## src/hdl/assert_macros.svh

```systemverilog
// assertion macros shared by the decoder modules
// no dependencies; defining SYNTH turns every use into nothing
`ifndef ASSERT_MACROS_SVH
`define ASSERT_MACROS_SVH
`ifndef SYNTH
`define CFD_ASSERT(lbl, clk, rstn, prop, msg) \
  lbl: assert property (@(posedge clk) disable iff (!rstn) (prop)) else $error(msg);
`define CFD_ASSERT_IMP(lbl, clk, rstn, ante, cons, msg) \
  lbl: assert property (@(posedge clk) disable iff (!rstn) (ante) |-> (cons)) else $error(msg);
`else
`define CFD_ASSERT(lbl, clk, rstn, prop, msg)
`define CFD_ASSERT_IMP(lbl, clk, rstn, ante, cons, msg)
`endif
`endif

```

## src/hdl/cfd_fifo.sv

```systemverilog
// small register queue, used between front and back and at the result side
// depends on assert_macros.svh
`timescale 1ns / 1ps
`include "assert_macros.svh"
module cfd_fifo #(
  parameter type T     = logic,
  parameter int  DEPTH = 2
) (
  input  logic clk_i,
  input  logic rst_ni,
  input  logic push_i,
  input  T     data_i,
  output logic full_o,
  input  logic pop_i,
  output T     data_o,
  output logic empty_o
);
  localparam int PW = DEPTH > 1 ? $clog2(DEPTH) : 1;
  localparam int CW = $clog2(DEPTH + 1);

  T                mem_q [DEPTH];
  logic [PW-1:0]   wr_ptr_q, rd_ptr_q;
  logic [CW-1:0]   cnt_q;
  logic            do_push, do_pop;

  assign full_o  = cnt_q == CW'(DEPTH);
  assign empty_o = cnt_q == '0;
  assign do_push = push_i && !full_o;
  assign do_pop  = pop_i && !empty_o;
  assign data_o  = mem_q[rd_ptr_q];

  always_ff @(posedge clk_i or negedge rst_ni) begin
    if (!rst_ni) begin
      wr_ptr_q <= '0;
      rd_ptr_q <= '0;
      cnt_q    <= '0;
    end else begin
      if (do_push) begin
        wr_ptr_q <= (wr_ptr_q == PW'(DEPTH - 1)) ? '0 : wr_ptr_q + PW'(1);
      end
      if (do_pop) begin
        rd_ptr_q <= (rd_ptr_q == PW'(DEPTH - 1)) ? '0 : rd_ptr_q + PW'(1);
      end
      if (do_push && !do_pop) begin
        cnt_q <= cnt_q + CW'(1);
      end else if (do_pop && !do_push) begin
        cnt_q <= cnt_q - CW'(1);
      end
    end
  end

  always_ff @(posedge clk_i) begin
    if (do_push) begin
      mem_q[wr_ptr_q] <= data_i;
    end
  end

  `CFD_ASSERT_IMP(a_no_overflow, clk_i, rst_ni, push_i, !full_o, "transaction pushed into full queue")
  `CFD_ASSERT(a_cnt_bound, clk_i, rst_ni, cnt_q <= CW'(DEPTH), "queue count out of range")

endmodule

```

## config.mk

```make
export PLATFORM = sky130hd
export DESIGN_NAME = cfd_fifo
export DESIGN_NICKNAME = d
export VERILOG_FILES = /design/src/hdl/cfd_fifo.sv
export VERILOG_INCLUDE_DIRS = /design/src /design/src/hdl
export SDC_FILE = /design/constraint.sdc
export NUM_CORES = 1
export LEC_CHECK = 0
export ABC_AREA = 1
export BUFFER_PORTS_ARGS = -buffer_cell sky130_fd_sc_hd__buf_2
export CORE_AREA = 2 2 39 41
export DETAILED_ROUTE_END_ITERATION = 10
export DIE_AREA = 0 0 41 43
export PLACE_DENSITY = 0.42
export REMOVE_ABC_BUFFERS = 1
export SLEW_MARGIN = 20
export SYNTH_ARGS = -nofsm -noshare
export SYNTH_HDL_FRONTEND = slang
export SYNTH_SLANG_ARGS = --single-unit
```

## constraint.sdc

```tcl
create_clock -name clk_i -period 4.3 [get_ports clk_i]
set_clock_uncertainty 0.1 [all_clocks]
set_input_delay 0.215 -clock clk_i [delete_from_list [all_inputs] [get_ports clk_i]]
set_output_delay 0.215 -clock clk_i [all_outputs]
set_load 0.03 [all_outputs]
```

==> summary.txt <==
Die
  • DIE AREA: 0.001763 mm^2
  • I/O Pins: 8
  • Die W: 41 um
  • Initial Util: 22.06%
  • Die Ht: 43 um
  • Rows: 14
  • Core area: 0.001384 mm^2

STA
  • Final hold vios: 0
  • RSZ-0062 raised after global routing: false
  • Setup violations, final: 0
  • Final Max Tran Viols: 0
  • Final WS setup: 2776 ps
  • Fin Hold WS: 64.87 ps
  • Final Cycle Share: 35.45%
  • Setup tns final: 0 ps
  • Final period demand of the worst path: 1524 ps
  • Worst slew pin tran: 295.6 ps
  • Achievable Freq: 656.0 MHz
  • Slew headroom: 80.08%

GRT
  • Grt ovf: 0
  • Routing usage on met3: 1.571%
  • Tot GR Track Use: 7.685%
  • Met1 GRT Util: 9.211%
  • First-pass GRT wire length: 841 um
  • Initial antenna violation count: 0
  • Gr busiest metal: met4
  • Met2 Usage GRT: 9.375%
  • Number of global-route vias before repair: 221
  • Largest net degree at the start of global routing: 8

Detailed routing
  • ANT nets after route: 0
  • Number of remaining DRC errors: 0
  • Routed length per instance: 7.662 um
  • Vias: 236
  • First-pass iteration count of the detailed router: 3
  • Vias/cell: 3.631
  • DRT Wirelength: 498 um
  • Drt first-iter violations: 1

Pwr
  • Clock share of power: 18.6%
  • VDD IR max: 0.2182 mV
  • P_sw: 0.0001249 W
  • LEAKAGE: 0.2164 nW
  • Cell area power density: 737.5 mW/mm^2
  • Switching Share: 42.70%
  • Comb pwr share: 45.2%
  • Internal power: 0.0001676 W
  • Sequential power share: 36.2%

CTS
  • CTS tree: built
  • Maximum clock path buffer count: 2
  • Clock-pin slew of the registers on the worst-case setup and hold paths: 50 ps
  • H-tree depth: 1
  • CTS root buffer: clkbuf_4
  • Clk_lat worst skew: 240 ps
  • Sink Count: 6
  • Num CTS Buffers: 3

Synth
  • Mapped Cells: 37
  • Post-synthesis cell type count: 12
  • Yosys Warn Count: 0
  • Synth Cell Area: 305.3 um^2
  • Avg Inst Size Synth: 8.251 um^2
  • Sequential share of the synthesized area: 52.46%
  • Register bit count reported by yosys: 6

Worst hold path
  • HP Class: input port to flop
  • Hold Crit Start: data_i
  • Worst hold path stage count: 1
  • Hold Crit Endpoint: mem_q[1]

Cells and area
  • Nets@finish: 56
  • Layout cells sized above 1: 24.49%
  • Ant diodes: 0
  • Layout Area Growth over Synthesis: 29.92%
  • Fill count: 151
  • Area occupied by multi-input gates: 115.1 um^2
  • Register area: 160.2 um^2

Place
  • GP Congestion: 0.7845
  • Hpwl dp: 409.7 um
  • IO buf count: 7
  • Place WS: 2777 ps

Setup path
  • Arr. time, crit path: 1550 ps
  • Delay of the slowest critical-path stage: 450 ps
  • Crit-path cells: o21ai_0, ha_1, inv_1, nand3_1, nand2_1, nand2_1
  • Reg2Reg Depth: 6
  • Crit path kind: flop to flop
  • Critical Path RT: 4330 ps
  • CP Max Fanout: 7
  • CP endpoint kind: flop
  • R2r startpoint: cnt_q[0]
  • Crit path top cell by count: nand2_1
  • Worst r2r dst: cnt_q[1]
  • Worst Setup Start Kind: flop
  • Slowest cell on crit path: dfrtp_1
  • FF-to-FF setup slack: 2780 ps

Run
  • Maxcap violations: 0

Run status
  • Status: complete, no violations
==> placed cells by master (no fill, tap or decap), drive strengths merged <==
| cell | n |
|---|---|
| nand2 | 12 |
| inv | 8 |
| buf | 7 |
| dfrtp | 4 |
| clkbuf | 4 |
| nor2 | 4 |
| o21ai | 2 |
| edfxtp | 2 |
| nand3 | 1 |
| nand4 | 1 |
| xnor2 | 1 |
| nand3b | 1 |
| ha | 1 |
| dlygate4sd3 | 1 |
==> per-stage QoR <==
step / instances / util, % / cell area, um^2 / power (W)
after floorplan: 37 / - / 305.3 / 0.0002075
after global placement: 60 / 26.04 / 360.3 / 0.0002404
after detailed placement: 60 / 26.04 / 360.3 / 0.0002403
after CTS: 65 / 28.66 / 396.6 / 0.0002978
after global routing: 65 / 28.66 / 396.6 / 0.0003278
final: 65 / 28.66 / 396.6 / 0.0002925
==> power groups by stage <==
stage,registers (W),logic [W],clock network (W)
3_3_place_gp,0.000108,0.000133,0
6_report,0.000106,0.000132,0.0000543
2_1_floorplan,0.000101,0.000106,0
3_5_place_dp,0.000107,0.000133,0
5_1_grt,0.000111,0.000155,0.0000626
4_1_cts,0.000106,0.000134,0.0000572
==> state kept, by name (all words and copies together), names as in the netlist <==
register	cells
rd_ptr_q	1
cnt_q	2
wr_ptr_q	1
mem_q	2
==> layout make-up <==
class                      instances  share of cell area [%]
clock buffer                       4                   6.625
inverter                           8                   7.571
multi-input combinational         23                   29.02
sequential                         6                   40.38
tap                               16                   5.047
timing repair buffer               8                   11.36
==> what timing repair did <==
action                                 4_1_cts  5_1_grt
endpoints found under the hold margin        4        0
gates resized for setup                      0        0
hold buffers                                 1        0
buffers inserted                             0        0
setup endpoints to repair                    0        0
==> Yosys cell counts, drive strengths merged <==
cell    number  share of area (%)
nand4        1                2.1
dfrtp        4                 33
o21ai        2                3.3
nand3        1                1.6
nand3b       1                2.5
nand2       12                 15
edfxtp       2                 20
ha           1                4.1
inv          8                9.8
nor2         4                6.6
xnor2        1                2.9
==> layer usage <==
metal,up-vias,wire length [um],part of all wire (%)
met5,-,0,0
met4,0,0,0
met3,0,18,3.6
met2,5,233,47
met1,94,246,49
li1,137,-,-
==> worst max-delay path: cells and delay by family (launching register included) <==
| kind | cells | cell delay [ps] |
|---|---|---|
| flops | 1 | 450 |
| fa+ha+maj | 1 | 310 |
| compound gates | 1 | 300 |
| simple gates | 3 | 170 |
| buf+inv | 1 | 80 |
==> logic make-up after synthesis <==
logic type / count (synthesis) / share of synthesized area [%]
xor+xnor: 1 / 2.869
simple gates: 19 / 27.46
buf+inv: 8 / 9.836
fa+ha+maj: 1 / 4.098
flops: 6 / 52.46
compound gates: 2 / 3.279
==> worst max path at each step <==
stage                     startpoint        to  cells past startpoint
final                       cnt_q[0]  cnt_q[1]                      6
after global routing        cnt_q[0]  cnt_q[1]                      6
after CTS                   cnt_q[0]  cnt_q[1]                      6
after detailed placement    cnt_q[0]  cnt_q[1]                      6
after global placement      cnt_q[0]  cnt_q[1]                      6
after floorplan             cnt_q[0]  cnt_q[1]                      7
Note: power is estimated with default switching activity, not from simulation.
