**config.mk**
```make
export PLATFORM = sky130hd
export DESIGN_NAME = cfd_back
export DESIGN_NICKNAME = d
export VERILOG_FILES = /design/src/hdl/cfd_pkg.sv /design/src/hdl/cfd_div.sv /design/src/hdl/cfd_back.sv
export VERILOG_INCLUDE_DIRS = /design/src /design/src/hdl
export SDC_FILE = /design/constraint.sdc
export NUM_CORES = 2
export LEC_CHECK = 0
export BUFFER_PORTS_ARGS = -buffer_cell sky130_fd_sc_hd__buf_2
export CAP_MARGIN = 20
export CORE_ASPECT_RATIO = 0.7
export CORE_MARGIN = 3
export CORE_UTILIZATION = 55
export DETAILED_ROUTE_END_ITERATION = 8
export PLACE_DENSITY_LB_ADDON = 0.2
export SLEW_MARGIN = 30
export SYNTH_ARGS = -nofsm -noshare
export SYNTH_HDL_FRONTEND = slang
export SYNTH_SLANG_ARGS = --single-unit
```
**constraint.sdc**
```tcl
create_clock -name clk_i -period 65.9 [get_ports clk_i]
set_input_delay 6.59 -clock clk_i [delete_from_list [all_inputs] [get_ports clk_i]]
set_output_delay 6.59 -clock clk_i [all_outputs]
set_load 0.02 [all_outputs]
```
**src/hdl/assert_macros.svh**
```systemverilog
// assertion macros shared by the decoder modules
// no dependencies; defining SYNTH turns every use into nothing
`ifndef ASSERT_MACROS_SVH
`define ASSERT_MACROS_SVH
`ifndef SYNTH
`define CFD_ASSERT(lbl, clk, rstn, prop, msg) \
  lbl: assert property (@(posedge clk) disable iff (!rstn) (prop)) else $error(msg);
`define CFD_ASSERT_IMP(lbl, clk, rstn, ante, cons, msg) \
  lbl: assert property (@(posedge clk) disable iff (!rstn) (ante) |-> (cons)) else $error(msg);
`else
`define CFD_ASSERT(lbl, clk, rstn, prop, msg)
`define CFD_ASSERT_IMP(lbl, clk, rstn, ante, cons, msg)
`endif
`endif

```
**src/hdl/cfd_pkg.sv**
```systemverilog
// types, codes and constants of the can signal field decoder
// no dependencies
`timescale 1ns / 1ps
package cfd_pkg;

  localparam int TableSlotsDef     = 16;
  localparam int FieldsPerEntryDef = 8;
  localparam int ParamsPerField    = 4;
  localparam int MaxResults        = 8;
  localparam int QueueDepth        = 2;

  typedef enum logic [2:0] {
    KIND_FRAME  = 3'd0,
    KIND_ENTRY  = 3'd1,
    KIND_LAYOUT = 3'd2,
    KIND_PARAM  = 3'd3,
    KIND_CLEAR  = 3'd4
  } kind_e;

  typedef enum logic [1:0] {
    FORM_PASS  = 2'd0,
    FORM_SCALE = 2'd1,
    FORM_MAP   = 2'd2,
    FORM_MASK  = 2'd3
  } formula_e;

  typedef enum logic [1:0] {
    TYPE_RAW    = 2'd0,
    TYPE_INT8   = 2'd1,
    TYPE_INT16  = 2'd2,
    TYPE_RAW_HI = 2'd3
  } ftype_e;

  typedef enum logic [2:0] {
    F_IDLE, F_RD, F_CMP, F_FRD, F_FPUSH, F_PUSH1
  } front_state_e;

  typedef enum logic [2:0] {
    B_IDLE, B_PREP, B_MUL, B_DST, B_DIV, B_OUT
  } back_state_e;

  typedef struct packed {
    logic                                matched;
    logic                                fvalid;
    logic                                last;
    logic [14:0]                         layout;
    logic [ParamsPerField-1:0][31:0]     params;
    logic [63:0]                         bytes;
    logic [31:0]                         hits;
    logic [31:0]                         misses;
  } cfd_task_t;

  typedef struct packed {
    logic        matched;
    logic        fvalid;
    logic        last;
    logic [4:0]  target;
    logic [31:0] value;
    logic [31:0] hits;
    logic [31:0] misses;
  } cfd_res_t;

endpackage

```
**src/hdl/cfd_div.sv**
```systemverilog
// iterative signed divider: 64-bit dividend by 32-bit divisor, low 32 quotient bits
// two quotient bits per cycle, truncates toward zero
`timescale 1ns / 1ps
module cfd_div (
  input  logic               clk_i,
  input  logic               rst_ni,
  input  logic               start_i,
  input  logic signed [63:0] dividend_i,
  input  logic signed [31:0] divisor_i,
  output logic               done_o,
  output logic [31:0]        quot_o
);
  logic        busy_q, done_q, neg_q;
  logic [4:0]  cnt_q;
  logic [32:0] rem_q, rem_d;
  logic [63:0] dq_q, dq_d;
  logic [31:0] dvs_q;

  always_comb begin
    rem_d = rem_q;
    dq_d  = dq_q;
    for (int i = 0; i < 2; i++) begin
      rem_d = {rem_d[31:0], dq_d[63]};
      dq_d  = {dq_d[62:0], 1'b0};
      if (rem_d >= {1'b0, dvs_q}) begin
        rem_d    = rem_d - {1'b0, dvs_q};
        dq_d[0]  = 1'b1;
      end
    end
  end

  always_ff @(posedge clk_i or negedge rst_ni) begin
    if (!rst_ni) begin
      busy_q <= 1'b0;
      done_q <= 1'b0;
      cnt_q  <= '0;
    end else begin
      done_q <= 1'b0;
      if (start_i) begin
        busy_q <= 1'b1;
        cnt_q  <= '0;
      end else if (busy_q) begin
        cnt_q <= cnt_q + 5'd1;
        if (cnt_q == 5'd31) begin
          busy_q <= 1'b0;
          done_q <= 1'b1;
        end
      end
    end
  end

  always_ff @(posedge clk_i) begin
    if (start_i) begin
      dq_q  <= dividend_i[63] ? (~dividend_i + 64'd1) : dividend_i;
      dvs_q <= divisor_i[31] ? (~divisor_i + 32'd1) : divisor_i;
      neg_q <= dividend_i[63] ^ divisor_i[31];
      rem_q <= '0;
    end else if (busy_q) begin
      dq_q  <= dq_d;
      rem_q <= rem_d;
    end
  end

  assign done_o = done_q;
  assign quot_o = neg_q ? (~dq_q[31:0] + 32'd1) : dq_q[31:0];

endmodule

```
**src/hdl/cfd_back.sv**
```systemverilog
// back end: gathers field bytes, applies the formula, queues results
// depends on cfd_pkg, cfd_div and assert_macros.svh
`timescale 1ns / 1ps
`include "assert_macros.svh"
module cfd_back
  import cfd_pkg::*;
(
  input  logic      clk_i,
  input  logic      rst_ni,
  input  cfd_task_t task_i,
  input  logic      task_empty_i,
  output logic      task_pop_o,
  output cfd_res_t  res_o,
  output logic      res_push_o,
  input  logic      res_full_i
);
  back_state_e        state_q, state_d;
  cfd_task_t          tsk_q;
  logic signed [31:0] a_q, a_d, b_q, b_d, dv_q, dv_d;
  logic [31:0]        off_q, off_d, val_q, val_d;
  logic signed [63:0] prod_q, prod_d;
  logic               div_start, div_done;
  logic [31:0]        div_quot;
  logic [31:0]        raw, masked, run, p0, p1, p2, p3;
  logic [4:0]         shamt;

  function automatic logic [31:0] gather(logic [63:0] b, logic [14:0] lay);
    logic [31:0] r;
    logic [2:0]  nm1;
    logic [3:0]  pos;
    logic [7:0]  byt;
    r   = '0;
    nm1 = {1'b0, lay[4:3]};
    for (int i = 0; i < 4; i++) begin
      if (3'(i) <= nm1) begin
        pos = {1'b0, lay[2:0]} + (lay[5] ? (4'(nm1) - 4'(i)) : 4'(i));
        byt = (pos > 4'd7) ? 8'd0 : b[8 * (7 - pos[2:0]) +: 8];
        r   = {r[23:0], byt};
      end
    end
    case (lay[7:6])
      TYPE_INT8:  r = {{24{r[7]}}, r[7:0]};
      TYPE_INT16: r = {{16{r[15]}}, r[15:0]};
      default: ;
    endcase
    return r;
  endfunction

  assign p0     = tsk_q.params[0];
  assign p1     = tsk_q.params[1];
  assign p2     = tsk_q.params[2];
  assign p3     = tsk_q.params[3];
  assign raw    = gather(tsk_q.bytes, tsk_q.layout);
  assign masked = raw & p0;
  assign run    = p1 - p0;
  // shift amounts past 31 saturate
  assign shamt  = (p1 > 32'd31) ? 5'd31 : p1[4:0];

  cfd_div u_div (
    .clk_i      (clk_i),
    .rst_ni     (rst_ni),
    .start_i    (div_start),
    .dividend_i (prod_q),
    .divisor_i  (dv_q),
    .done_o     (div_done),
    .quot_o     (div_quot)
  );

  always_comb begin
    state_d    = state_q;
    a_d        = a_q;
    b_d        = b_q;
    dv_d       = dv_q;
    off_d      = off_q;
    val_d      = val_q;
    prod_d     = prod_q;
    task_pop_o = 1'b0;
    res_push_o = 1'b0;
    div_start  = 1'b0;
    case (state_q)
      B_IDLE: begin
        if (!task_empty_i) begin
          task_pop_o = 1'b1;
          state_d    = B_PREP;
        end
      end
      B_PREP: begin
        state_d = B_OUT;
        if (!tsk_q.fvalid) begin
          val_d = '0;
        end else begin
          case (tsk_q.layout[9:8])
            FORM_SCALE: begin
              a_d     = raw;
              b_d     = (p0 == '0) ? 32'sd1 : p0;
              dv_d    = (p1 == '0) ? 32'sd1 : p1;
              off_d   = p2;
              state_d = B_MUL;
            end
            FORM_MAP: begin
              if (run == '0) begin
                val_d = p2;
              end else begin
                a_d     = raw - p0;
                b_d     = p3 - p2;
                dv_d    = run;
                off_d   = p2;
                state_d = B_MUL;
              end
            end
            FORM_MASK: val_d = 32'($signed(masked) >>> shamt);
            default:   val_d = raw;
          endcase
        end
      end
      B_MUL: begin
        prod_d  = a_q * b_q;
        state_d = B_DST;
      end
      B_DST: begin
        div_start = 1'b1;
        state_d   = B_DIV;
      end
      B_DIV: begin
        if (div_done) begin
          val_d   = div_quot + off_q;
          state_d = B_OUT;
        end
      end
      B_OUT: begin
        if (!res_full_i) begin
          res_push_o = 1'b1;
          state_d    = B_IDLE;
        end
      end
      default: state_d = B_IDLE;
    endcase
  end

  always_ff @(posedge clk_i or negedge rst_ni) begin
    if (!rst_ni) begin
      state_q <= B_IDLE;
    end else begin
      state_q <= state_d;
    end
  end

  always_ff @(posedge clk_i) begin
    if (task_pop_o) begin
      tsk_q <= task_i;
    end
    a_q    <= a_d;
    b_q    <= b_d;
    dv_q   <= dv_d;
    off_q  <= off_d;
    val_q  <= val_d;
    prod_q <= prod_d;
  end

  always_comb begin
    res_o.matched = tsk_q.matched;
    res_o.fvalid  = tsk_q.fvalid;
    res_o.last    = tsk_q.last;
    res_o.target  = tsk_q.fvalid ? tsk_q.layout[14:10] : 5'd0;
    res_o.value   = val_q;
    res_o.hits    = tsk_q.hits;
    res_o.misses  = tsk_q.misses;
  end

  `CFD_ASSERT_IMP(a_div_done_state, clk_i, rst_ni, div_done, state_q == B_DIV, "divider finished outside the wait state")

endmodule

```
==> Implementation_results.wiki <==
{| class="wikitable"
! Metric !! Value
|-
| Post-Synthesis Net Count || 9453
|-
| Achievable Freq || 70.1 MHz
|-
| Initial antenna violation count || 24
|-
| Transition time at the pin with the least slew margin || 1.21 ns
|-
| Unrepaired setup endpoints after global routing || false
|-
| All-Layer GR Usage || 35.5%
|-
| Worst min-delay path startpoint || u_div.rem_q[8]$_SDFFE_PP0P_
|-
| Wire length of the first global-routing pass || 380000 um
|-
| Worst setup path startpoint || task_empty_i
|-
| Number of ports placed on the die boundary || 384
|-
| Async set or reset register ratio after synthesis || under 10%
|-
| CTS sink cnt || between 600 and 700
|-
| Pin count of the biggest net entering global routing || 172
|-
| Top flip-flop cell by instance count after synthesis || edfxtp_1
|-
| Floorplan die width || around 450 um
|-
| Post-Route WL || ~260000 um
|-
| Synthesized-area fraction occupied by ao, oa, aoi and oai cells || 10.8%
|-
| Area share of the leading cell type in the synthesized netlist || about 29%
|-
| Violation count after the first detailed-routing iteration || 7101
|-
| Antenna viol nets, final || 0
|-
| Yosys Warn Count || 0
|-
| Hold_buf cts || 0
|-
| H-tree levels || 3
|-
| Flop and latch count out of synthesis || 637
|-
| Crit path capture type || primary output
|-
| Buffer depth of the longest clock path || 3
|-
| Critical path data required time || 59.31 ns
|-
| Xor/xnor cell area share of the yosys netlist || about 3.8%
|-
| Total overflow reported by the global router || 0
|-
| Largest cells by area after synthesis || fa_1 29%, edfxtp_1 23%, ha_1 7.0%
|-
| Number of instances resized during post-cts repair || 0
|-
| Synthesized area divided by synthesized cell count || 10.0 um^2
|-
| Drt first pass iters || 6
|-
| Chip Height || approximately 320 um
|-
| Largest area contributor in the synthesized netlist || fa_1
|-
| Via count of the first global-routing pass || between 50000 and 60000
|-
| Critical Path Slowest Stage Cell || buf_4
|-
| Final-stage net count || 9605
|-
| Weighted congestion reported at the end of routability-driven placement || 1.01
|-
| Number of instances in the synthesized netlist || 7654
|-
| Avg WL per Cell || 26.4 um
|-
| Final hold slack || 0.472 ns
|-
| Adder and majority cell fraction of the synthesized area || 35.6%
|-
| Post-synthesis mux area share || 3.90%
|-
| Source-to-sink clock delay at the later pin of the worst-skew pair || 0.67 ns
|-
| Final Max Slew Viols || 0
|-
| Half-perimeter wire length after placement || 197000 um
|-
| CP dominant cell by count || buf_2
|-
| Ratio of cells with drive above 1 in the final layout || about a tenth
|-
| Die ar. || 144000 um^2
|-
| Total number of placement rows || roughly 110
|-
| Largest fanout on the critical path || 29
|-
| Clock slew at reported path FFs || 0.07 ns
|-
| Starting utilization of the core area || 55.9%
|-
| Vias post-DR || between 50000 and 60000
|-
| Buffer type at the clock tree root || clkbuf_16
|-
| Kind of start point of the critical path || input pin
|-
| Share of the clock period used by the worst path || 21.6%
|-
| Area Growth Syn to Fin || 7.30%
|-
| Setup Viol. Count Final || 0
|-
| Slowest stage delay, CP || 0.48 ns
|-
| CP top delay family || buffers and inverters
|-
| Simple-Gate Fraction of Synth Area || a little over an eighth
|-
| Via density per instance || a little over 6
|-
| Synth unique cells || 85
|-
| Outcome || completed
|-
| Final-report hold violation count || 0
|-
| Category of the most critical setup path || input pin to primary output
|-
| Critical Path AT || 7.68 ns
|-
| Max-cap check violation count || 0
|-
| Mapped Area || 76600 um^2
|-
| Buf+Inv Stages, Crit Path || 3
|-
| CTS tree || done
|-
| Worst clock skew || 0.0373 ns
|-
| Worst reg2reg startpoint || a_q[27]$_DFFE_PP_
|-
| Number of flops mapped to enable cells by yosys || between 500 and 600
|-
| Part of the Yosys area used for sequential elements || 24.5%
|-
| Total CTS buffers || 66
|-
| Number of design rule violations left after detail routing || 0
|-
| Number of buffers added for setup after CTS || 0
|-
| Slew Limit Headroom || around 19%
|-
| Combinational family with the most area after synthesis || adder cells
|-
| Final sum of negative setup slack || 0 ns
|-
| Shortest period the worst path allows || ~14 ns
|-
| Path type of the worst min-delay path || flip-flop to flip-flop
|-
| Number of buffers added on ports || 383
|-
| Cells along the critical path || buf_2, nor4_2, buf_4, buf_2
|-
| Area of the placeable core || 137000 um^2
|}
path summary, 6_finish.rpt:
kind,endpoint,slack (ns),cells past startpoint
max reg2reg,prod_q[61]$_DFFE_PP_,56.48,21
max,task_pop_o,51.64,4
max in group asynchronous,state_q[0]$_DFFE_PN0P_,59.89,1
min reg2reg,u_div.rem_q[8]$_SDFFE_PP0P_,0.47,2
min,u_div.rem_q[8]$_SDFFE_PP0P_,0.47,2
min in group asynchronous,u_div.busy_q$_DFF_PN0_,5.80,1
worst register-to-register path, cell delays in order, from the launching register on:
cell	delay, ns
edfxtp_1	0.32
buf_4	0.52
nand2_1	0.18
fa_1	0.71
fa_1	0.52
fa_1	0.58
fa_1	0.57
inv_1	0.05
fa_1	0.49
fa_1	0.58
fa_1	0.44
fa_1	0.45
ha_1	0.65
a21boi_0	1.02
o21ba_2	0.26
a2bb2oi_1	0.14
o21ai_0	0.18
o41ai_1	0.65
o31ai_1	0.29
o31ai_1	0.29
a21oi_1	0.13
xnor2_1	0.13
kinds of logic after synthesis:
| family | after synthesis |
|---|---|
| DFF | 637 |
| xor gates and xnor gates | 332 |
| AOI/OAI and AO/OA | 1287 |
| and+or+nand+nor | 2064 |
| buffers and inverters | 1594 |
| adders and majority gates | 1521 |
| muxes | 219 |
cell usage in the layout (no fill, tap or decap), types with 115 or more instances in the layout:
cell	count
a21o_1	136
a21oi_1	290
and2_1	522
buf_2	383
buf_4	115
edfxtp_1	595
fa_1	1091
ha_1	426
inv_1	1171
mux2i_1	130
nand2_1	842
nor2_1	228
o21ai_0	341
xnor2_1	178
xor2_1	153
routing by layer:
layer / routed length (um) / track usage [%] / up-vias
li1: - / - / 25500
met1: 112000 / 54.5 / 29400
met2: 99000 / 46.4 / 3658
met3: 38600 / 14.8 / 398
met4: 6100 / 7.35 / 14
met5: 379 / 1.56 / -
synthesized netlist by cell type, drive strengths merged, types with 11 or more instances:
cell type	number
o31ai	50
o2111ai	11
dfxtp	32
xor2	154
mux2	28
nor2	230
o21a	38
and3	32
a211oi	65
inv	1175
nor2b	67
nand2	843
mux4	61
o21ai	358
clkbuf	330
o22ai	22
or2	27
a21oi	294
nand2b	52
a22oi	30
nor3	53
buf	89
and2	522
a31oi	43
fa	1092
ha	429
a32oi	12
o211ai	29
a21o	136
nand3	59
or3	53
mux2i	130
nand4	43
a31o	13
nor4	29
o21bai	27
a21boi	16
edfxtp	595
o41ai	15
xnor2	178
o221ai	16
or4	22
a22o	23
layout make-up:
| cell class | instances | area, um^2 |
|---|---|---|
| fill | 11500 | 54800 |
| multi-input combinational | 5423 | 51800 |
| sequential | 637 | 18800 |
| inverter | 1175 | 4410 |
| timing repair buffer | 503 | 2880 |
| tap | 1840 | 2300 |
| clock buffer | 76 | 1710 |
| clock inverter | 39 | 333 |
| antenna | 8 | 20.0 |
state kept, by name (all words and copies together), names as in the netlist, 64 cells and up:
signal / count
tsk_q: 79
res_o: 67
prod_q: 64
u_div.dq_q: 64
metrics by stage:
stage	std cells	util (%)	setup WS (ns)	cell area [um^2]
after floorplan	7654	-	26.52	76600
after global placement	9574	58.4	51.57	80000
after detailed placement	9576	58.4	51.61	80000
after CTS	9691	59.9	51.61	82100
after global routing	9695	60.0	51.55	82200
final	9701	60.0	51.64	82200
Power is not shown: default switching activity piles up to over one toggle a cycle in this logic, so the estimate is an artifact.
